### config.mk
export PLATFORM = sky130hd
export DESIGN_NAME = pm_sensor_frame_parser_core_flat
export DESIGN_NICKNAME = d
export VERILOG_FILES = /design/src/hdl/pmsfp_pkg.sv /design/src/hdl/pmsfp_in_if.sv /design/src/hdl/pmsfp_out_if.sv /design/src/hdl/pm_sensor_frame_parser_core.sv /design/src/hdl/pmsfp_parse.sv /design/src/flat_wrapper.sv
export SDC_FILE = /design/constraint.sdc
export NUM_CORES = 1
export LEC_CHECK = 0
export BUFFER_PORTS_ARGS = -buffer_cell sky130_fd_sc_hd__buf_2
export CAP_MARGIN = 15
export CORE_UTILIZATION = 35
export DETAILED_ROUTE_END_ITERATION = 16
export SYNTH_ARGS = -nofsm -noshare
export SYNTH_HDL_FRONTEND = slang
export SYNTH_SLANG_ARGS = --single-unit
### constraint.sdc
create_clock -name clk -period 6.7 [get_ports clk]
set_input_delay 1.34 -clock clk [delete_from_list [all_inputs] [get_ports clk]]
set_output_delay 1.34 -clock clk [all_outputs]
set_load 0.02 [all_outputs]
### src/hdl/pmsfp_pkg.sv
// Shared types and constants for the particulate sensor frame parser.
package pmsfp_pkg;

  // Default frame length in bytes, header and checksum included
  localparam int unsigned FRAME_BYTES_DEFAULT = 24;

  // Frame byte positions of the big-endian level words
  localparam int unsigned PM_FIRST_BYTE = 10;
  localparam int unsigned PM_LAST_BYTE  = 15;

  // Reset values of the header registers
  localparam logic [7:0] HEADER_FIRST_RESET  = 8'd66;
  localparam logic [7:0] HEADER_SECOND_RESET = 8'd77;

  // Register index taken from paddr[2]
  localparam logic REG_HEADER_FIRST  = 1'b0;
  localparam logic REG_HEADER_SECOND = 1'b1;

  localparam int unsigned LEVEL_COUNT = 3;

  typedef enum logic [1:0] {
    ST_OK         = 2'd0,
    ST_BAD_SUM    = 2'd1,
    ST_INCOMPLETE = 2'd2
  } status_t;

  // One result from the parser, valid for the current input beat
  typedef struct packed {
    logic        valid;
    status_t     status;
    logic [15:0] pm1_value;
    logic [15:0] pm2_5_value;
    logic [15:0] pm10_value;
  } result_t;

endpackage

### src/hdl/pmsfp_in_if.sv
// Input byte channel of the frame parser.
interface pmsfp_in_if;
  logic       valid;
  logic       ready;
  logic [7:0] rx_byte;
  logic       line_gap;

  modport source (output valid, output rx_byte, output line_gap, input ready);
  modport sink (input valid, input rx_byte, input line_gap, output ready);
endinterface

### src/hdl/pmsfp_out_if.sv
// Result channel of the frame parser.
interface pmsfp_out_if;
  logic        valid;
  logic        ready;
  logic [1:0]  status;
  logic [15:0] pm1_value;
  logic [15:0] pm2_5_value;
  logic [15:0] pm10_value;

  modport source (output valid, output status, output pm1_value, output pm2_5_value,
                  output pm10_value, input ready);
  modport sink (input valid, input status, input pm1_value, input pm2_5_value,
                input pm10_value, output ready);
endinterface

### src/hdl/pm_sensor_frame_parser_core.sv
// Particulate sensor frame parser: top level with APB registers and result register.
// The result is registered: it is on the output in the cycle after the beat that completes or aborts it.
// Throughput: one input beat per cycle; the input stalls only while a result waits unread.
// Reset (rst, synchronous, active high): parser hunts for a header, sum and levels zero,
// header registers return to 66 and 77, no result pending.
module pm_sensor_frame_parser_core #(
  parameter int unsigned FRAME_BYTES = pmsfp_pkg::FRAME_BYTES_DEFAULT
) (
  input  logic        clk,
  input  logic        rst,
  pmsfp_in_if.sink    in_ch,
  pmsfp_out_if.source out_ch,
  input  logic        psel,
  input  logic        penable,
  input  logic        pwrite,
  input  logic [2:0]  paddr,
  input  logic [31:0] pwdata,
  output logic [31:0] prdata,
  output logic        pready
);

  logic [7:0]         header_first;
  logic [7:0]         header_second;
  logic               in_fire;
  logic               cfg_write;
  pmsfp_pkg::result_t result;

  logic               out_valid;
  logic [1:0]         out_status;
  logic [15:0]        out_pm1;
  logic [15:0]        out_pm2_5;
  logic [15:0]        out_pm10;

  // Configuration port
  assign pready    = 1'b1;
  assign cfg_write = psel && penable && pwrite && pready;

  always_ff @(posedge clk) begin
    if (rst) begin
      header_first  <= pmsfp_pkg::HEADER_FIRST_RESET;
      header_second <= pmsfp_pkg::HEADER_SECOND_RESET;
    end else if (cfg_write) begin
      unique case (paddr[2])
        pmsfp_pkg::REG_HEADER_FIRST:  header_first  <= pwdata[7:0];
        pmsfp_pkg::REG_HEADER_SECOND: header_second <= pwdata[7:0];
        default: ;
      endcase
    end
  end

  always_comb begin
    unique case (paddr[2])
      pmsfp_pkg::REG_HEADER_FIRST:  prdata = {24'h0, header_first};
      pmsfp_pkg::REG_HEADER_SECOND: prdata = {24'h0, header_second};
      default:                      prdata = '0;
    endcase
  end

  // Input handshake: take a beat whenever the result register is free or draining
  assign in_ch.ready = !out_valid || out_ch.ready;
  assign in_fire     = in_ch.valid && in_ch.ready;

  pmsfp_parse #(
    .FRAME_BYTES (FRAME_BYTES)
  ) u_parse (
    .clk           (clk),
    .rst           (rst),
    .in_fire       (in_fire),
    .rx_byte       (in_ch.rx_byte),
    .line_gap      (in_ch.line_gap),
    .header_first  (header_first),
    .header_second (header_second),
    .result        (result)
  );

  // Result register
  always_ff @(posedge clk) begin
    if (rst) begin
      out_valid <= 1'b0;
    end else if (in_fire && result.valid) begin
      out_valid <= 1'b1;
    end else if (out_ch.ready) begin
      out_valid <= 1'b0;
    end
  end

  always_ff @(posedge clk) begin
    if (in_fire && result.valid) begin
      out_status <= result.status;
      out_pm1    <= result.pm1_value;
      out_pm2_5  <= result.pm2_5_value;
      out_pm10   <= result.pm10_value;
    end
  end

  assign out_ch.valid       = out_valid;
  assign out_ch.status      = out_status;
  assign out_ch.pm1_value   = out_pm1;
  assign out_ch.pm2_5_value = out_pm2_5;
  assign out_ch.pm10_value  = out_pm10;

endmodule

### src/hdl/pmsfp_parse.sv
// Frame tracking state: header hunt, byte count, running sum and level capture.
module pmsfp_parse #(
  parameter int unsigned FRAME_BYTES = pmsfp_pkg::FRAME_BYTES_DEFAULT
) (
  input  logic                clk,
  input  logic                rst,
  input  logic                in_fire,
  input  logic [7:0]          rx_byte,
  input  logic                line_gap,
  input  logic [7:0]          header_first,
  input  logic [7:0]          header_second,
  output pmsfp_pkg::result_t  result
);

  localparam int unsigned PosW = $clog2(FRAME_BYTES);
  localparam logic [PosW-1:0] PosCkHigh = PosW'(FRAME_BYTES - 2);
  localparam logic [PosW-1:0] PosPmFirst = PosW'(pmsfp_pkg::PM_FIRST_BYTE);
  localparam logic [PosW-1:0] PosPmLast = PosW'(pmsfp_pkg::PM_LAST_BYTE);
  localparam logic [PosW-1:0] PosOne = PosW'(1);
  localparam logic [PosW-1:0] PosTwo = PosW'(2);

  logic [PosW-1:0] byte_position, byte_position_next;
  logic [15:0]     running_sum, running_sum_next;
  logic [15:0]     levels [pmsfp_pkg::LEVEL_COUNT];
  logic [15:0]     levels_next [pmsfp_pkg::LEVEL_COUNT];
  logic [7:0]      checksum_high_byte, checksum_high_byte_next;

  logic [15:0]     sum_add;
  logic [PosW-1:0] pm_offset;
  logic [1:0]      level_idx;

  assign sum_add   = running_sum + {8'h00, rx_byte};
  assign pm_offset = byte_position - PosPmFirst;
  assign level_idx = pm_offset[2:1];

  // Next state and result for the byte at the input
  always_comb begin
    byte_position_next      = byte_position;
    running_sum_next        = running_sum;
    levels_next             = levels;
    checksum_high_byte_next = checksum_high_byte;
    result.valid            = 1'b0;
    result.status           = pmsfp_pkg::ST_OK;
    result.pm1_value        = levels[0];
    result.pm2_5_value      = levels[1];
    result.pm10_value       = levels[2];

    if (line_gap) begin
      // abort a partial frame; ignored while hunting
      if (byte_position != '0) begin
        byte_position_next = '0;
        running_sum_next   = '0;
        result.valid       = 1'b1;
        result.status      = pmsfp_pkg::ST_INCOMPLETE;
        result.pm1_value   = '0;
        result.pm2_5_value = '0;
        result.pm10_value  = '0;
      end
    end else if (byte_position == '0 ||
                 (byte_position == PosOne && rx_byte != header_second)) begin
      // hunt: a failed second header byte is retried as a first one
      if (rx_byte == header_first) begin
        byte_position_next = PosOne;
        running_sum_next   = {8'h00, rx_byte};
      end else begin
        byte_position_next = '0;
        running_sum_next   = '0;
      end
    end else if (byte_position == PosOne) begin
      byte_position_next = PosTwo;
      running_sum_next   = sum_add;
    end else if (byte_position < PosCkHigh) begin
      running_sum_next   = sum_add;
      byte_position_next = byte_position + PosOne;
      if (byte_position >= PosPmFirst && byte_position <= PosPmLast) begin
        if (!pm_offset[0]) begin
          levels_next[level_idx] = {rx_byte, 8'h00};
        end else begin
          levels_next[level_idx] = {levels[level_idx][15:8], rx_byte};
        end
      end
    end else if (byte_position == PosCkHigh) begin
      checksum_high_byte_next = rx_byte;
      byte_position_next      = byte_position + PosOne;
    end else begin
      // last byte: check the sum and report the frame
      result.valid       = 1'b1;
      result.status      = ({checksum_high_byte, rx_byte} == running_sum) ?
                           pmsfp_pkg::ST_OK : pmsfp_pkg::ST_BAD_SUM;
      byte_position_next = '0;
      running_sum_next   = '0;
    end
  end

  // State update on each accepted beat
  always_ff @(posedge clk) begin
    if (rst) begin
      byte_position      <= '0;
      running_sum        <= '0;
      levels             <= '{default: '0};
      checksum_high_byte <= '0;
    end else if (in_fire) begin
      byte_position      <= byte_position_next;
      running_sum        <= running_sum_next;
      levels             <= levels_next;
      checksum_high_byte <= checksum_high_byte_next;
    end
  end

endmodule
### src/flat_wrapper.sv
// flat-port wrapper written by rule: the top's interface ports become plain ports
module pm_sensor_frame_parser_core_flat 
#(
  parameter int unsigned FRAME_BYTES = pmsfp_pkg::FRAME_BYTES_DEFAULT
)
  (clk, rst, psel, penable, pwrite, paddr, pwdata, prdata, pready, in_ch_valid, in_ch_rx_byte, in_ch_line_gap, in_ch_ready, out_ch_valid, out_ch_status, out_ch_pm1_value, out_ch_pm2_5_value, out_ch_pm10_value, out_ch_ready);
  pmsfp_in_if in_ch_i ();
  pmsfp_out_if out_ch_i ();
  input  logic clk;
  input  logic rst;
  input  logic psel;
  input  logic penable;
  input  logic pwrite;
  input  logic [2:0] paddr;
  input  logic [31:0] pwdata;
  output logic [31:0] prdata;
  output logic pready;
  input wire logic [$bits(in_ch_i.valid)-1:0] in_ch_valid;
  input wire logic [$bits(in_ch_i.rx_byte)-1:0] in_ch_rx_byte;
  input wire logic [$bits(in_ch_i.line_gap)-1:0] in_ch_line_gap;
  output wire logic [$bits(in_ch_i.ready)-1:0] in_ch_ready;
  output wire logic [$bits(out_ch_i.valid)-1:0] out_ch_valid;
  output wire logic [$bits(out_ch_i.status)-1:0] out_ch_status;
  output wire logic [$bits(out_ch_i.pm1_value)-1:0] out_ch_pm1_value;
  output wire logic [$bits(out_ch_i.pm2_5_value)-1:0] out_ch_pm2_5_value;
  output wire logic [$bits(out_ch_i.pm10_value)-1:0] out_ch_pm10_value;
  input wire logic [$bits(out_ch_i.ready)-1:0] out_ch_ready;
  assign in_ch_i.valid = in_ch_valid;
  assign in_ch_i.rx_byte = in_ch_rx_byte;
  assign in_ch_i.line_gap = in_ch_line_gap;
  assign in_ch_ready = in_ch_i.ready;
  assign out_ch_valid = out_ch_i.valid;
  assign out_ch_status = out_ch_i.status;
  assign out_ch_pm1_value = out_ch_i.pm1_value;
  assign out_ch_pm2_5_value = out_ch_i.pm2_5_value;
  assign out_ch_pm10_value = out_ch_i.pm10_value;
  assign out_ch_i.ready = out_ch_ready;
  pm_sensor_frame_parser_core #(.FRAME_BYTES(FRAME_BYTES)) u_core (.clk(clk), .rst(rst), .in_ch(in_ch_i), .out_ch(out_ch_i), .psel(psel), .penable(penable), .pwrite(pwrite), .paddr(paddr), .pwdata(pwdata), .prdata(prdata), .pready(pready));
endmodule
=== After elaboration in Yosys (flattened, before gate mapping) ===
Cells that the tools add are included.

* Logic and storage cells: 86
* Output and inout port bits: 85
* Input bits: 51
* Register bits after elaboration: 144

* Bitwise operators: 6
* Equality and inequality tests: 7
* $lt $le $gt $ge: 5
* Add/subtract/negate cells: 3
* Muxes and demuxes: 33
* Reductions and logical operators: 19

{| class="wikitable"
|+ Operators with widths
! cell !! count
|-
| $mux W16 || 9
|-
| $bwmux W48 || 2
|-
| $mux W48 || 2
|-
| $pmux W32 S2 || 1
|-
| $mux W51 || 1
|-
| $bmux W16 S2 || 1
|-
| $demux W16 S2 || 1
|-
| $mux W5 || 6
|-
| $add A16 B8 Y16 || 1
|-
| $eq A16 B16 Y1 || 1
|-
| $mux W3 || 5
|-
| $reduce_and A6 Y1 || 2
|-
| $eq A8 B8 Y1 || 1
|-
| $mux W8 || 1
|-
| $ne A8 B8 Y1 || 1
|-
| $logic_and A1 B1 Y1 || 7
|-
| $reduce_and A2 Y1 || 3
|-
| $add A5 B1 Y5 const B || 1
|-
| $eq A5 B1 Y1 const B || 1
|-
| $eq A5 B5 Y1 const B || 1
|-
| $ge A5 B4 Y1 const B || 1
|-
| $le A5 B4 Y1 const B || 1
|-
| $logic_not A5 Y1 || 1
|-
| $lt A5 B5 Y1 const B || 1
|-
| 13 further kinds || 21
|}

=== Depth between registers and ports, before layout ===
Gate-level depths: netlist of the first run.

* Depth in word-level cells: 9
* Depth in mapped cells: 12
* Gate-level depth less buffers: 9

=== By module ===
From an unflattened synthesis of the first run, not the netlist that was laid out.

* Cells, all modules: 688
* Area total of the unflattened synthesis: 7153.1 µm²

{| class="wikitable"
|+ By module, submodules not included
! module !! times used !! cells an instance !! area each (µm²) !! seq. area each (µm²)
|-
| pmsfp_parse || 1 || 528 || 4623.2 || 1541.5
|-
| pm_sensor_frame_parser_core || 1 || 160 || 2529.9 || 1841.8
|}

=== Worst setup path after synthesis of the first run ===
Ideal clock, no wire load.

* Path kind: register to register
* Start point: reg u_core.u_parse.byte_position[1]
* End point: reg u_core.out_pm10[0] (netlist: u_core.out_ch.pm10_value[0]) (enable)
* Clock period less this slack: 4.773 ns
* Slack: 1.927 ns
* Setup time: 0.476 ns
* Data arrival time: 4.297 ns
* Cell stages (with the launch flop): 10
* Buffers on the path: 4
* Data required time: 6.224 ns
* Cell sequence: dfxtp_1 -> clkbuf_1 -> clkbuf_1 -> inv_1 -> ha_1 -> or4b_1 -> buf_6 -> nand2_1 -> clkbuf_1 -> a21oi_1

* Word-level cells in the longest chain between the ends: 7
* Elaborated cells on any way between the ends: 14
* Those cells by class: order compare: 1; eq/ne: 2; mux: 6; reduce/logical: 5

{| class="wikitable"
|+ RTL lines
! what !! RTL line !! RTL
|-
| start, declared || pmsfp_parse.sv:22 || <nowiki>logic [PosW-1:0] byte_position, byte_position_next;</nowiki>
|-
| start signal, assigned || pmsfp_parse.sv:103 || <nowiki>byte_position <= byte_position_next;</nowiki>
|-
| branches (longest 5 deep; another with $lt A5 B5 Y1) || -- ||
|-
| $mux W3 * || pmsfp_parse.sv:48 || <nowiki>if (line_gap) begin</nowiki>
|-
| $logic_and A1 B1 Y1 * || pm_sensor_frame_parser_core.sv:88 || <nowiki>if (in_fire && result.valid) begin</nowiki>
|-
| end signal, assigned || pm_sensor_frame_parser_core.sv:92 || <nowiki>out_pm10 <= result.pm10_value;</nowiki>
|-
| end, declared || pm_sensor_frame_parser_core.sv:32 || <nowiki>logic [15:0] out_pm10;</nowiki>
|}

Every way passes the cells marked *.
A chain may end at the register's enable or synchronous reset.

=== Final worst setup path of the first run ===
* Start point: in paddr[2]
* End point: out prdata[0]

* Word-level cells in the longest chain between the ends: 2

{| class="wikitable"
|+ RTL lines
! what !! RTL line !! RTL
|-
| start, declared || flat_wrapper.sv:14 || <nowiki>input logic [2:0] paddr;</nowiki>
|-
| $not A1 Y1 || pm_sensor_frame_parser_core.sv:52 || <nowiki>unique case (paddr[2])</nowiki>
|-
| $pmux W32 S2 * || pm_sensor_frame_parser_core.sv:52 ||
|-
| end, declared || flat_wrapper.sv:16 || <nowiki>output logic [31:0] prdata;</nowiki>
|}

Mark *: on every way between the ends. The rest lies on a longest branch, timed or not. The select of a mux whose other input is x is not followed.

==> flow_summary.yaml, run 1 <==
finish:
  area_growth_pct: 15.9
  final_cell_mix: "nand2_1 (105), dfxtp_1 (94), buf_2 (84), a21oi_1 (74), nand3_1 (51)"
  num-nets-final: 860
  mostFrequentLayoutCell: "nand2_1"
  drive_gt1_share_pct: 17.6
  antennaDiodeCount: 0
timing:
  finalHoldViolCount: 0
  worstMarginPinSlew_ps: 934
  min_period_over_period_pct: 51.7
  fmax_ghz: 0.289
  rsz0062_at_grt: "false"
  skew_ps: 9.31
  tns_ps: 0
  finalSetupViolCount: 0
  slew_viol_final: 0
  hold_ws_ps: 450
  max_slew_margin_pct: 37.5
  fin_crit_ps: 3460
synthesis:
  syn_inst: 730
  synth_warnings: 0
  seq_area_frac_synth_pct: 48.8
  synth_top_area_share_pct: 27.1
  yosys-top-cells-area: "dfxtp_1 (27%), edfxtp_1 (22%), nand2_1 (5.7%)"
  synth_edf_count: 50
  synth_area_mm2: 0.00694
  yosys_most_used_dff: "dfxtp_1"
  synth-seq-cells: 144
  synth.distinct_cells: 56
  yosys.area.top_type: "dfxtp_1"
  async_flop_share_pct: 0
  avgSynthCellArea_um2: 9.50
pwr:
  p_leak_nw: 3.09
  finalPower_mw: 2.01
  p_per_area_mw_per_mm2: 250
  peakVddDrop_mv: 0.200
drt:
  wl_per_cell_um: 15.3
  wl_um: 16300
  drc: 0
  viasPerCell: 4.91
  num_vias: 5240
  drt_pass1_iterations: 7
  first_iter_violations: 340
  final_antenna_net_count: 0
worst_hold_path:
  min_to: "u_core.u_parse.levels[32]"
  hold_depth: 2
  hp-class: "reg -> reg"
  min-delay-start: "u_core.u_parse.levels[32]"
clock_tree:
  cts.sinks: 144
  h-tree-depth: 4
  cts_buffers: 17
  post_cts_resized: 0
  cts_root_buf: "clkbuf_16"
  worstSkewPairLatency_ps: 420
  cts_tree: "done"
  clockBufferDepth: 2
  cts.clk_slew.worst_paths_ps: 60
  cts_hold_buffers: 0
  cts_setup_buffers: 0
worst_setup_path:
  required_ps: 5360
  path_buf_inv: 2
  worstPathCellList: "buf_2 -> mux2_2 -> buf_2"
  r2r_cells: 7
  r2r_slack_ps: 3370
  critPathLaunchType: "primary input"
  cp_max_fo: 11
  cpMaxStageDelayCell: "mux2_2"
  cp-end-kind: "primary output"
  crit_top_cell: "buf_2"
  slowest_delay_ps: 380
  worstReg2RegStart: "u_core.u_parse.byte_position[1]"
  crit_family: "buffers and inverters"
  crit_type: "in -> out"
  arrival_ps: 2120
  r2r-end: "u_core.out_ch.pm10_value[4]"
global_routing:
  antenna_found_initial: 0
  grt_use_total_pct: 16.8
  grt_pass1_wl_um: 26000
  grt-ovfl-total: 0
  grt_max_degree: 76
  grt_pass1_vias: 4892
place:
  dp_hpwl_um: 10600
  place.gp.congestion: 0.828
  port-buffer-count: 84
floorplanning:
  ioPinCount: 136
  initial_core_util_pct: 35.6
  die_y_um: 143
  die_w_um: 143
  dieArea_mm2: 0.0204
  fp-row-count: 51
  core_area_mm2: 0.0195
run_status:
  outcome: "complete, no violations"
job:
  max-cap-violations: 0
==> tightest hold or removal path: stages (launching register included) <==
cell     delay, ps
dfxtp_1        300
nand2_1         50
a21oi_1         50
==> registers in the layout, indices dropped and copies added, names as in the netlist <==
name / count
u_core.header_second: 8
u_core.header_first: 8
u_core.out_ch.valid: 1
u_core.u_parse.byte_position: 5
u_core.out_ch.pm1_value: 16
u_core.u_parse.levels: 48
u_core.u_parse.running_sum: 16
u_core.u_parse.checksum_high_byte: 8
u_core.out_ch.pm10_value: 16
u_core.out_ch.status: 2
u_core.out_ch.pm2_5_value: 16
==> cell usage after synthesis, types with 12 or more instances <==
cell type and number:
a21oi_1 75, and2_1 50, buf_2 14, buf_4 32
clkbuf_1 22, dfxtp_1 94, edfxtp_1 50, ha_1 18
mux2i_1 23, nand2_1 105, nand3_1 51, nor2_1 38
xnor2_1 12, xor2_1 24
==> cell families (layout without fill, tap and decap cells) <==
group,Yosys count,count (layout),synth area share [%]
and+or+nand+nor,295,295,21.2
DFF,144,144,48.8
AOI/OAI and AO/OA,121,121,10.6
buffers and inverters,82,132,6.64
xor gates and xnor gates,36,36,4.55
muxes,31,31,4.62
adders and majority gates,19,19,3.54
other,2,25,0.108
==> power by group <==
part	total (mW)	internal [mW]	switching, mW
Sequential	0.902	0.900	0.00234
Clock	1.02	0.639	0.385
Combinational	0.0856	0.0233	0.0622
==> through the flow <==
| step | worst slack [ps] | instance area (um^2) | cells | utilization, % |
|---|---|---|---|---|
| global placement | 2960 | 7400 | 1036 | 38.0 |
| finish | 3240 | 8040 | 1068 | 41.3 |
| detailed placement | 2930 | 7400 | 1036 | 38.0 |
| CTS | 3230 | 8040 | 1068 | 41.3 |
| global route | 3050 | 8040 | 1068 | 41.3 |
| floorplan | 1930 | 7020 | 753 | - |
==> final cells by class <==
cell class	count	area [um^2]
inverters	12	45.0
flip-flops and latches	144	3380
repair buffers	88	450
clock inverters	14	201
well taps	265	332
fillers	1948	11400
multi-input cells	527	3190
clock buffers	18	439
==> metal layers <==
layer  track usage, %  vias to the layer above  part of all wire (%)  wire (um)
li1                 -                     2596                     -          -
met4             5.38                        0                   1.5        251
met5                0                        -                     0          0
met2             26.8                      133                    47       7580
met3             4.06                       23                   4.4        722
met1             22.2                     2488                    48       7740
==> worst max-delay path by stage <==
| stage | cells after the start | slack (ps) | from | end |
|---|---|---|---|---|
| 2_1_floorplan | 9 | 1930 | u_core.u_parse.byte_position[1] | u_core.out_ch.pm10_value[0] |
| 3_3_place_gp | 10 | 2960 | in_ch_rx_byte[0] | u_core.u_parse.running_sum[14] |
| 3_5_place_dp | 10 | 2930 | in_ch_rx_byte[0] | u_core.u_parse.running_sum[14] |
| 4_1_cts | 3 | 3230 | paddr[2] | prdata[1] |
| 5_1_grt | 7 | 3050 | u_core.u_parse.byte_position[1] | u_core.out_ch.pm1_value[15] |
| 6_report | 3 | 3240 | paddr[2] | prdata[0] |
No activity file was read; power rests on OpenSTA's default activity.
==> run 2: changes to the inputs <==
==> constraint.sdc (replaced) <==
create_clock -name clk -period 3.25 [get_ports clk]
set_input_delay 0.65 -clock clk [delete_from_list [all_inputs] [get_ports clk]]
set_output_delay 0.65 -clock clk [all_outputs]
set_load 0.02 [all_outputs]
==> run 2 against run 1 <==
Effect of this change:
- critical path type is now reg -> reg
- non-clock buffer count rose by 23
- critical path depth rose by 3
- largest power group unchanged
- routed wire length rose by 0.19%
- die area did not move
==> flow_summary.yaml, run 2 (synthesis gave the netlist of run 1 again) <==
timing:
  max_slew_margin_pct: 40.0
  worstMarginPinSlew_ps: 896
  tns_ps: 0
  finalSetupViolCount: 0
  min_period_over_period_pct: 72.4
  slew_viol_final: 0
  finalHoldViolCount: 0
  skew_ps: 14.0
  fmax_ghz: 0.425
  rsz0062_at_grt: "false"
  fin_crit_ps: 2350
global_routing:
  antenna_found_initial: 0
  grt_use_total_pct: 16.9
  grt_max_degree: 74
  grt_pass1_vias: 4810
  grt_pass1_wl_um: 26000
  grt-ovfl-total: 0
floorplanning:
  initial_core_util_pct: 35.6
  dieArea_mm2: 0.0204
  die_w_um: 143
  die_y_um: 143
  ioPinCount: 136
  core_area_mm2: 0.0195
  fp-row-count: 51
worst_setup_path:
  crit_start: "u_core.u_parse.byte_position[1]"
  worstReg2RegStart: "u_core.u_parse.byte_position[1]"
  r2r-end: "u_core.out_ch.pm2_5_value[15]"
  cp_max_fo: 41
  r2r_slack_ps: 900
  arrival_ps: 2620
  required_ps: 3520
  critPathLaunchType: "register"
  crit_end: "u_core.out_ch.pm2_5_value[15]"
  cp-end-kind: "register"
  r2r_cells: 6
  crit_type: "reg -> reg"
drt:
  num_vias: 5251
  wl_per_cell_um: 15.0
  viasPerCell: 4.81
  final_antenna_net_count: 0
  wl_um: 16300
  drc: 0
  first_iter_violations: 419
  drt_pass1_iterations: 4
clock_tree:
  worstSkewPairLatency_ps: 420
  cts_root_buf: "clkbuf_16"
  cts_tree: "done"
  post_cts_resized: 0
  h-tree-depth: 4
  cts_setup_buffers: 0
  cts.sinks: 144
  cts.clk_slew.worst_paths_ps: 60
  cts_buffers: 17
  cts_hold_buffers: 0
  clockBufferDepth: 2
finish:
  final_cells: 1091
  num-nets-final: 883
  largest_reg_flops: 48
  antennaDiodeCount: 0
  mostFrequentLayoutCell: "nand2_1"
  area_growth_pct: 17.7
  drive_gt1_share_pct: 19.5
  final_cell_mix: "nand2_1 (105), dfxtp_1 (94), buf_2 (84), a21oi_1 (74), nand3_1 (51)"
  top_register: "u_core.u_parse.levels"
worst_hold_path:
  hp-class: "reg -> reg"
pwr:
  p_seq_share_pct: 46.8
  p_per_area_mw_per_mm2: 487
  switching_share_pct: 21.8
  pwr-share-clk_pct: 48.6
  peakVddDrop_mv: 0.355
  p_int_mw: 3.11
  pwr-share-comb_pct: 4.5
  p_switching_mw: 0.867
  p_leak_nw: 3.18
job:
  max-cap-violations: 0
place:
  dp.cells: 1059
  place.gp.congestion: 0.843
  dp_hpwl_um: 11000
  port-buffer-count: 84
run_status:
  outcome: "complete, no violations"
==> run 2: area by class of cell <==
cell class	count	area (um^2)
Clock buffer	20	437
Clock inverter	12	144
Fill cell	1960	11300
Inverter	12	45.0
Multi-Input combinational cell	527	3190
Sequential cell	144	3380
Tap cell	265	332
Timing Repair Buffer	111	636
==> run 2: power by group through the flow <==
stage          registers (mW)  logic [mW]  clock network (mW)
2_1_floorplan            1.90       0.145                   0
3_3_place_gp             1.90       0.179                   0
3_5_place_dp             1.90       0.179                   0
4_1_cts                  1.86       0.180                1.98
5_1_grt                  1.86       0.196                2.06
6_report                 1.86       0.180                1.93
==> run 2: critical path: stages, from the launching register on <==
cell and delay, ps:
dfxtp_1 400, inv_1 110, ha_1 150, or4b_1 590
nand2_1 330, buf_4 380, and2_1 240
==> run 2: worst min-delay path by stage <==
| stage | slack, ps | depth (start not counted) | end | start |
|---|---|---|---|---|
| after detailed placement | 450 | 2 | u_core.u_parse.levels[16] | u_core.u_parse.levels[16] |
| after global routing | 470 | 3 | u_core.header_first[6] | pwdata[6] |
| after global placement | 440 | 2 | u_core.u_parse.levels[21] | u_core.u_parse.levels[21] |
| after floorplan | 430 | 2 | u_core.u_parse.levels[0] | u_core.u_parse.levels[0] |
| final | 450 | 2 | u_core.u_parse.levels[22] | u_core.u_parse.levels[22] |
| after CTS | 450 | 3 | u_core.header_second[2] | pwdata[2] |
==> run 2: metal layers <==
metal	up-vias	track usage [%]	wire length, um
met5	-	0	0
met4	0	5.83	244
met3	15	3.79	740
met1	2463	23.1	7700
met2	138	26.2	7640
li1	2635	-	-
==> run 2: through the flow <==
stage / area [um^2] / util, % / setup slack [ps] / total power [mW] / hold WS (ps)
after floorplan: 7030 / - / 90.5 / 2.04 / 432
after detailed placement: 7580 / 39.0 / 519 / 2.08 / 445
after global placement: 7580 / 39.0 / 521 / 2.08 / 438
final: 8170 / 42.0 / 897 / 3.97 / 450
after global routing: 8170 / 42.0 / 654 / 4.11 / 467
after CTS: 8170 / 42.0 / 782 / 4.02 / 446
==> run 3: changes to the inputs <==
==> constraint.sdc (replaced) <==
create_clock -name clk -period 2 [get_ports clk]
set_input_delay 0.4 -clock clk [delete_from_list [all_inputs] [get_ports clk]]
set_output_delay 0.4 -clock clk [all_outputs]
set_load 0.02 [all_outputs]
==> run 3 against run 2 <==
Effect of this change:
- sequential cell count is the same
- cell count grew 4.8%
- setup slack lost 890 ps
- largest power group unchanged
==> flow_summary.yaml, run 3 (synthesis gave the netlist of run 1 again) <==
timing:
  worstMarginPinSlew_ps: 627
  slew_viol_final: 0
  hold_ws_ps: 203
  fmax_ghz: 0.501
  rsz0062_at_grt: "true"
  max_slew_margin_pct: 58.2
  fin_crit_ps: 1990
  finalSetupViolCount: 0
  min_period_over_period_pct: 99.7
  finalHoldViolCount: 0
  skew_ps: 12.2
worst_hold_path:
  min-delay-start: "pwdata[3]"
  min_to: "u_core.header_second[3]"
  hold_depth: 3
  hp-class: "in -> reg"
global_routing:
  grt_max_degree: 53
  grt-ovfl-total: 0
  grt_pass1_vias: 5142
  grt_use_total_pct: 17.3
  antenna_found_initial: 0
  grt_pass1_wl_um: 26800
floorplanning:
  dieArea_mm2: 0.0204
  fp-row-count: 51
  die_w_um: 143
  ioPinCount: 136
  die_y_um: 143
  core_area_mm2: 0.0195
  initial_core_util_pct: 35.6
drt:
  drt_pass1_iterations: 4
  viasPerCell: 4.82
  first_iter_violations: 332
  num_vias: 5510
  drc: 0
  wl_per_cell_um: 14.9
  wl_um: 17000
  final_antenna_net_count: 0
place:
  place.gp.congestion: 0.866
  dp_hpwl_um: 12000
  port-buffer-count: 84
worst_setup_path:
  r2r_slack_ps: 6
  crit_start: "u_core.u_parse.byte_position[1]"
  crit_type: "reg -> reg"
  arrival_ps: 2350
  critPathLaunchType: "register"
  required_ps: 2350
  cp_max_fo: 7
  r2r-end: "u_core.u_parse.running_sum[5]"
  cp-end-kind: "register"
  worstReg2RegStart: "u_core.u_parse.byte_position[1]"
  r2r_cells: 8
clock_tree:
  cts.sinks: 144
  cts_root_buf: "clkbuf_16"
  clockBufferDepth: 2
  worstSkewPairLatency_ps: 430
  cts.clk_slew.worst_paths_ps: 60
  cts_hold_buffers: 0
  cts_buffers: 17
  h-tree-depth: 4
  cts_tree: "done"
pwr:
  p_leak_nw: 3.48
  finalPower_mw: 6.45
  peakVddDrop_mv: 0.513
  p_per_area_mw_per_mm2: 731
finish:
  final_cell_mix: "nand2_1 (103), dfxtp_1 (89), buf_2 (84), a21oi_1 (72), buf_4 (70)"
  largest_reg_flops: 48
  mostFrequentLayoutCell: "nand2_1"
  antennaDiodeCount: 0
  area_growth_pct: 27.2
  postLayoutCoreUtil_pct: 45.3
  num-nets-final: 935
  drive_gt1_share_pct: 28.5
  top_register: "u_core.u_parse.levels"
job:
  max-cap-violations: 0
run_status:
  outcome: "complete, no violations"
## run 3: power breakdown
group	internal (mW)	switching, mW
Clock	1.82	1.25
Combinational	0.127	0.230
Sequential	3.01	0.00809
## run 3: worst max path at each step
| stage | endpoint | slack [ps] | depth (start not counted) |
|---|---|---|---|
| CTS | u_core.u_parse.running_sum[14] | -10 | 9 |
| floorplan | u_core.out_ch.pm10_value[0] | -620 | 9 |
| global route | u_core.u_parse.running_sum[4] | -120 | 8 |
| finish | u_core.u_parse.running_sum[5] | 6 | 8 |
| detailed placement | u_core.u_parse.running_sum[7] | -260 | 8 |
| global placement | u_core.u_parse.running_sum[7] | -250 | 8 |
## run 3: timing repair
item | CTS | global route
buffers inserted | 0 | 3
setup endpoints to repair | 10 | 24
pin swaps | 3 | 17
gates resized for setup | 8 | 23
## run 3: layout make-up
| class | count | area [um^2] |
|---|---|---|
| fillers | 1881 | 10600 |
| flip-flops and latches | 144 | 3390 |
| multi-input cells | 527 | 3380 |
| repair buffers | 163 | 1090 |
| clock buffers | 21 | 470 |
| well taps | 265 | 332 |
| clock inverters | 11 | 104 |
| inverters | 12 | 52.6 |
## run 3: worst max-delay path: stages (launching register included)
cell	delay, ps
dfxtp_4	420
inv_8	50
ha_4	150
or4b_4	220
o211ai_4	90
buf_6	150
nor4b_4	530
a32oi_1	190
o21ai_1	120
## run 3: routing by layer
metal	up-vias	track usage (%)	part of all wire (%)
met5	-	0	0
met4	0	4.70	1.0
met3	13	4.63	4.6
met2	136	28.3	48
met1	2610	22.5	46
li1	2751	-	-
## run 3: stage by stage
| stage | area [um^2] | TNS [ps] | setup WS [ps] | instances |
|---|---|---|---|---|
| 3_3_place_gp | 8090 | -2810 | -247 | 1109 |
| 3_5_place_dp | 8090 | -2640 | -259 | 1109 |
| 6_report | 8820 | 0 | 5.68 | 1143 |
| 5_1_grt | 8820 | -765 | -117 | 1143 |
| 2_1_floorplan | 7170 | -33970 | -618 | 753 |
| 4_1_cts | 8700 | -14.5 | -14.5 | 1141 |
